$ cat src/rdsp_hist_ram.sv
// rdsp_hist_ram: histogram memory with per-bin valid bits, unwritten bins read zero
// no dependencies; used by the top level for counts and prefix offsets

module rdsp_hist_ram #(
    parameter int ADDR_W = 8,
    parameter int DATA_W = 11
) (
    input  logic              i_clk,
    input  logic              i_rst_n,
    input  logic              i_clear,
    input  logic              i_wr_en,
    input  logic [ADDR_W-1:0] i_wr_addr,
    input  logic [DATA_W-1:0] i_wr_data,
    input  logic              i_rd_en,
    input  logic [ADDR_W-1:0] i_rd_addr,
    output logic [DATA_W-1:0] o_rd_data
);

    localparam int DEPTH = 1 << ADDR_W;

    logic [DATA_W-1:0] r_mem [DEPTH];
    logic [DEPTH-1:0]  r_vld;
    logic [DATA_W-1:0] r_q;
    logic              r_q_vld;

    // storage array and registered read
    always_ff @(posedge i_clk) begin
        if (i_wr_en) begin
            r_mem[i_wr_addr] <= i_wr_data;
        end
        if (i_rd_en) begin
            r_q <= r_mem[i_rd_addr];
        end
    end

    // valid bits, cleared at once on reset or a new set
    always_ff @(posedge i_clk) begin
        if (!i_rst_n) begin
            r_vld   <= '0;
            r_q_vld <= 1'b0;
        end else begin
            if (i_clear) begin
                r_vld <= '0;
            end else if (i_wr_en) begin
                r_vld[i_wr_addr] <= 1'b1;
            end
            if (i_rd_en) begin
                r_q_vld <= r_vld[i_rd_addr] && !i_clear;
            end
        end
    end

    assign o_rd_data = r_q_vld ? r_q : '0;

endmodule

$ cat config.mk
export PLATFORM = sky130hd
export DESIGN_NAME = rdsp_hist_ram
export DESIGN_NICKNAME = d
export VERILOG_FILES = /design/src/rdsp_hist_ram.sv
export SDC_FILE = /design/constraint.sdc
export NUM_CORES = 2
export LEC_CHECK = 0
export BUFFER_PORTS_ARGS = -buffer_cell sky130_fd_sc_hd__buf_2
export CAP_MARGIN = 40
export CORE_AREA = 8 8 559 561
export DETAILED_ROUTE_END_ITERATION = 8
export DIE_AREA = 0 0 567 569
export SLEW_MARGIN = 10
export SYNTH_ARGS = -nofsm -noshare
export SYNTH_HDL_FRONTEND = slang
export SYNTH_SLANG_ARGS = --single-unit
$ cat constraint.sdc
create_clock -name i_clk -period 4.15 [get_ports i_clk]
set_clock_uncertainty 0.2 [all_clocks]
set_input_delay 0.83 -clock i_clk [delete_from_list [all_inputs] [get_ports i_clk]]
set_output_delay 0.83 -clock i_clk [all_outputs]
set_load 0.1 [all_outputs]
# After elaboration in Yosys (flattened, before gate mapping)
# Memories as Yosys holds them, arrays and structs flattened. A register that Yosys moved wholly into a read port is not among the register bits.
# Cells that the tools add are included.
dict set report totals {
  regBits 257
  mem_bits_rw 2816
  input_bits 32
  wordCells 19
  n_memories 1
}
# memory words width rd rd_clocked_by_memory_dff write_ports line
set memory_table {}
lappend memory_table {r_mem 256 11 1 1 1 21} ;# logic [DATA_W-1:0] r_mem [DEPTH];
dict set report classes {
  n_lt_le_gt_ge 3
  n_mux 7
  bitwise_logic 2
  reduce_logical 4
}
# cell count
set ops {}
lappend ops {{$or 256x256->256} 1}
lappend ops {{$lt 8x9->1 const B} 2}
lappend ops {{$mux 11} 1}
lappend ops {{$bmux 1 s8} 1}
lappend ops {{$demux 1 s8} 1}
lappend ops {{$ge 8x1->1 const B} 1}
lappend ops {{$mux 1} 4}
lappend ops {{$logic_and 1x1->1} 2}
lappend ops {{$reduce_or 2->1} 1}
lappend ops {{$logic_not 1->1} 1}
lappend ops {{$not 1->1} 1}

# Depth between registers and ports, before layout
dict set report depth {
  word_depth 5
  ltp_mapped 13
  ltp_nobuf 7
}

# Worst setup path before layout
# No wires, ideal clock.
dict set report synth_timing {
  path_kind {input to register}
  start {in i_rd_addr[0]}
  end {reg r_q[1], read port of r_mem (data pin)}
  arrival_ns 3.158
  required_time_ns 3.678
  setup_slack_ns 0.520
  stages 8
  n_path_buf 3
  path_cell_list {buf_2 clkbuf_1 buf_2 mux4_2 mux4_2 a22oi_1 a21oi_1 or4_1}
}
# element line
set synth_lines {}
lappend synth_lines {{from (decl)} 15} ;# input logic [ADDR_W-1:0] i_rd_addr,
lappend synth_lines {{to (decl)} 23} ;# logic [DATA_W-1:0] r_q;

==> results.md <==
- The flow ran to the end, and the final reports show no timing, DRC or antenna violations.
- The first global-routing pass estimated 434000 um of wire.
- Global routing used 2.83% of the available met3 tracks.
- The fraction of registers with async set or reset after synthesis is 0%.
- Setup repair after global routing left no endpoint under its margin.
- The number of max-capacitance violations reported is 0.
- The cell at the root of the clock tree is sky130_fd_sc_hd__clkbuf_16.
- The worst-case reg-to-reg path depth is 6.
- The overall die area is 323000 sq um.
- The number of hold violations in the final report is 0.
- The congestion estimate from routability-driven global placement came to 0.825.
- The first-pass detailed-route iteration total is 6.
- The finished layout holds 10100 standard cells, fillers aside.
- Net switching is 21.2% of the power.
- The sequential element share of the synthesized area is 76.6%.
- For this design the ratio of total power to cell area is 479 nW/um^2.
- The arrival time at the worst endpoint is 3.91 ns.
- The post-CTS setup-driven buffer insertion count is 0.
- The post-CTS clock slew at the launch and capture registers of the worst setup and hold paths is 0.06 ns.
- Synthesis produced a netlist whose cell count is 5200.
- The worst setup path is captured at a flop.
- The post-synth net total is 5232.
- At the pin with the least slew margin, the transition time is 1.11 ns.
- Wires add up to 302000 um.
- Sorting the synthesized cells by area gives the leading types as sky130_fd_sc_hd__edfxtp_1 (72%), sky130_fd_sc_hd__mux4_2 (18%), sky130_fd_sc_hd__dfxtp_1 (4.4%).
- After synthesis the netlist holds a flip-flop and latch count of 3084.
- Along the worst path, the maximum fanout reaches 15.
- The final worst hold slack is 0.125 ns.
- The global routing stage identified its most utilized layer as met2.
- After detailed placement, the design holds a cell count of 9527.
- The number of slew-limit violations in the final report was 0.
- The startpoint identified for the worst hold timing path is i_wr_data[2].
- No sink is reached through more buffers than the 4 on the longest clock path.
- The effective utilization at floorplan is 38.7%.
- The worst register-to-register path begins at r_mem[131][8]$_DFFE_PP_.
- The post-detailed-route via-to-cell ratio is 5.66.
- The combinational group share of total power is 4.9%.
- The upper clock frequency limit is 288 MHz.
- Summing all non-filler instances in the final layout gives an area of 138000 sq um.
- The number of global-route vias before repair came to 58200.
- Once placement finished, the instance area stood at 127000 sq um.
- The placement-stage worst setup slack is -0.252 ns.
- The overall track demand over capacity in global routing is 18.3%.
- The static leakage is 43.8 nW.
- The most used flip-flop cell after synthesis is sky130_fd_sc_hd__edfxtp_1.
- The distinct cell type count of the synthesized netlist is 40.
- The H-tree was split into 5 levels.
- Across all layers, the routed design uses 57300 vias.
- The net count of the finished layout is 5889.
- The met2 track demand over resource is 29.7%.
- The number of gates resized after CTS was 0.
- Across the whole layout, storage elements account for 90000 sq um.
- The cell depth of the worst min-delay path is 1.
- The count of nets left with antenna violations once routing finished came out at 0.
- The clock period could shrink to 3.48 ns.
- The headroom to the max-slew limit is 26.1%.
- The worst register-to-register path has a setup slack of 0.92 ns.
- The initial detailed-routing violation count is 6536.
- The portion of total power attributed to the clock network is 43.7%.
- Detailed placement finished with a half-perimeter wire length of 190000 um.
- In this run the worst hold path is classified as in2reg.
- The sum of negative setup slack is 0 ns.
- Setup violations remaining at the end of the flow were counted as 0.
- The number of antenna violations at the first check in global routing came to 19.
- The I/O pin total is 43.
- The internal portion of the total power is 52.1 mW.
- The fraction of synthesized cell area taken by the top area cell type is 72.2%.
- The sequential share of power is 51.4%.
- The post-route clock period utilization is 83.8%.
- The final cell utilization of the core is 45.4%.
- The count of standard-cell rows is 203.
- The y dimension of the die is 569 um.
- The total DRC errors in the routed layout is 0.
- The area of the core region is 304000 sq um.
- The end of the worst register-to-register path is r_q[8]$_DFFE_PP_.
- The total of warnings raised by yosys is 0.
- Entering global routing, the biggest net connects 134 pins.
- The power consumption is 66.1 mW.
- The average detailed-routed wire length per instance is 29.8 um.
- The later pin in the worst-skew pair is clocked with a latency of 0.92 ns.
- In this run, post-CTS hold repair placed 0 buffers.
- STA classifies the critical path startpoint as an input port.
- The largest total area in the synthesized netlist belongs to sky130_fd_sc_hd__edfxtp_1.
- The required time at the endpoint of the critical path is 4.58 ns.
- The worst setup path is of the in2reg kind.
- Summing all multi-input logic gate instances after layout gives 26200 sq um.
- The number of flops mapped to enable cells by yosys is 2827.
- The count of port buffers added during placement is 42.
- The endpoint with the worst hold slack is r_mem[88][2]$_DFFE_PP_.
- Global routing finished with a remaining overflow of 0.
- The relative area change from synthesis to final layout is 17.4%.
- IR analysis of the VDD net gives a maximum drop of 361 uV.
- Cells with a size suffix above 1 make up 33.7% of the layout.
- By count the netlist is led by sky130_fd_sc_hd__edfxtp_1 (2827), sky130_fd_sc_hd__mux4_2 (935), sky130_fd_sc_hd__nor2_1 (297).
- Fill cells in the final layout number 25000.
- The netlist area before placement is 118000 sq um.
- The setup slack after layout is 0.672 ns.
- The die is 567 um wide.
- The number of buffers inserted during clock tree synthesis is 324.
- The TritonCTS clock tree is built.
- The number of clock sinks seen by CTS is 3084.
- The met1 global-route usage is 25.8%.
- In this run the mean area of a mapped cell was 22.6 sq um.
- The switching power of the nets is 14.0 mW.
- The library cell with the highest instance count after synthesis is sky130_fd_sc_hd__edfxtp_1.
area by class of cell:
type / instances / area share [%]
clock buffer: 418 / 6.38
timing repair buffer: 649 / 4.45
sequential: 3084 / 65.2
tap: 3997 / 3.62
clock inverter: 172 / 1.33
antenna: 10 / 0.0181
multi-input combinational: 1796 / 18.9
inverter: 2 / 0.0109
registers in the layout, indices dropped and copies added (netlist names):
signal,count
r_mem,2816
r_vld,256
r_q,11
r_q_vld,1
how the worst max path moves through the flow:
| stage | start | to |
|---|---|---|
| 4_1_cts | r_q_vld$_SDFFE_PN0P_ | o_rd_data[3] |
| 3_3_place_gp | i_rd_addr[0] | r_q[9]$_DFFE_PP_ |
| 3_5_place_dp | i_rd_addr[0] | r_q[8]$_DFFE_PP_ |
| 6_report | i_rd_addr[0] | r_q[8]$_DFFE_PP_ |
| 2_1_floorplan | i_rd_addr[0] | r_q[1]$_DFFE_PP_ |
| 5_1_grt | i_rd_addr[0] | r_q[9]$_DFFE_PP_ |
power by group through the flow:
stage	Combinational, mW	Sequential (mW)	Clock (mW)
6_report	3.25	34.0	28.9
2_1_floorplan	1.63	34.6	0
3_3_place_gp	3.25	34.6	0
4_1_cts	3.31	34.0	29.4
5_1_grt	3.43	34.0	30.6
3_5_place_dp	3.30	34.7	0
logic make-up (layout without fill, tap and decap cells):
family                 count (synthesis)  in the layout  synth area share [%]
flip-flops                          3084           3084                  76.6
multiplexers                         961            961                  18.1
AND/OR/NAND/NOR                      419            419                  1.52
buffers and inverters                320           1241                  1.19
AO/OA/AOI/OAI                        416            416                  2.56
other                                  0             10                     0
layer usage:
metal	up-vias	share of wire [%]
li1	23400	-
met4	8	3.1
met2	2244	48
met3	413	7.0
met5	-	0.018
met1	31300	42
cells in the final DEF, fill, tap and decap left out, drive strengths merged, types with 2 or more instances in the layout:
master    netlist  routed
clkinv          0     125
nor2          297     297
o22ai           4       4
mux4          935     935
and2           14      14
diode           0      10
a21oi          50      50
inv             2      13
nand2          29      29
dfxtp         257     257
nand3          27      27
nand3b          2       2
o22a            2       2
mux2i          25      25
a211oi          6       6
a31oi           3       3
o21a          240     240
or2             2       2
a22o            2       2
buf           132     649
nand2b          5       5
o221ai          6       6
bufinv          0      27
clkbuf        186     418
a22oi          95      95
o2111ai         2       2
or4            12      12
or3             2       2
nor2b          15      15
clkinvlp        0       9
nand4          12      12
edfxtp       2827    2827
critical path, cell delays in order:
cell and delay [ns]:
sky130_fd_sc_hd__buf_12 0.17, sky130_fd_sc_hd__buf_12 0.22, sky130_fd_sc_hd__buf_12 0.20, sky130_fd_sc_hd__mux4_2 0.52
sky130_fd_sc_hd__mux4_2 0.54, sky130_fd_sc_hd__a22oi_1 0.38, sky130_fd_sc_hd__buf_4 0.20, sky130_fd_sc_hd__a21oi_1 0.19
sky130_fd_sc_hd__or4_1 0.60
(Power assumes the default switching activity.)
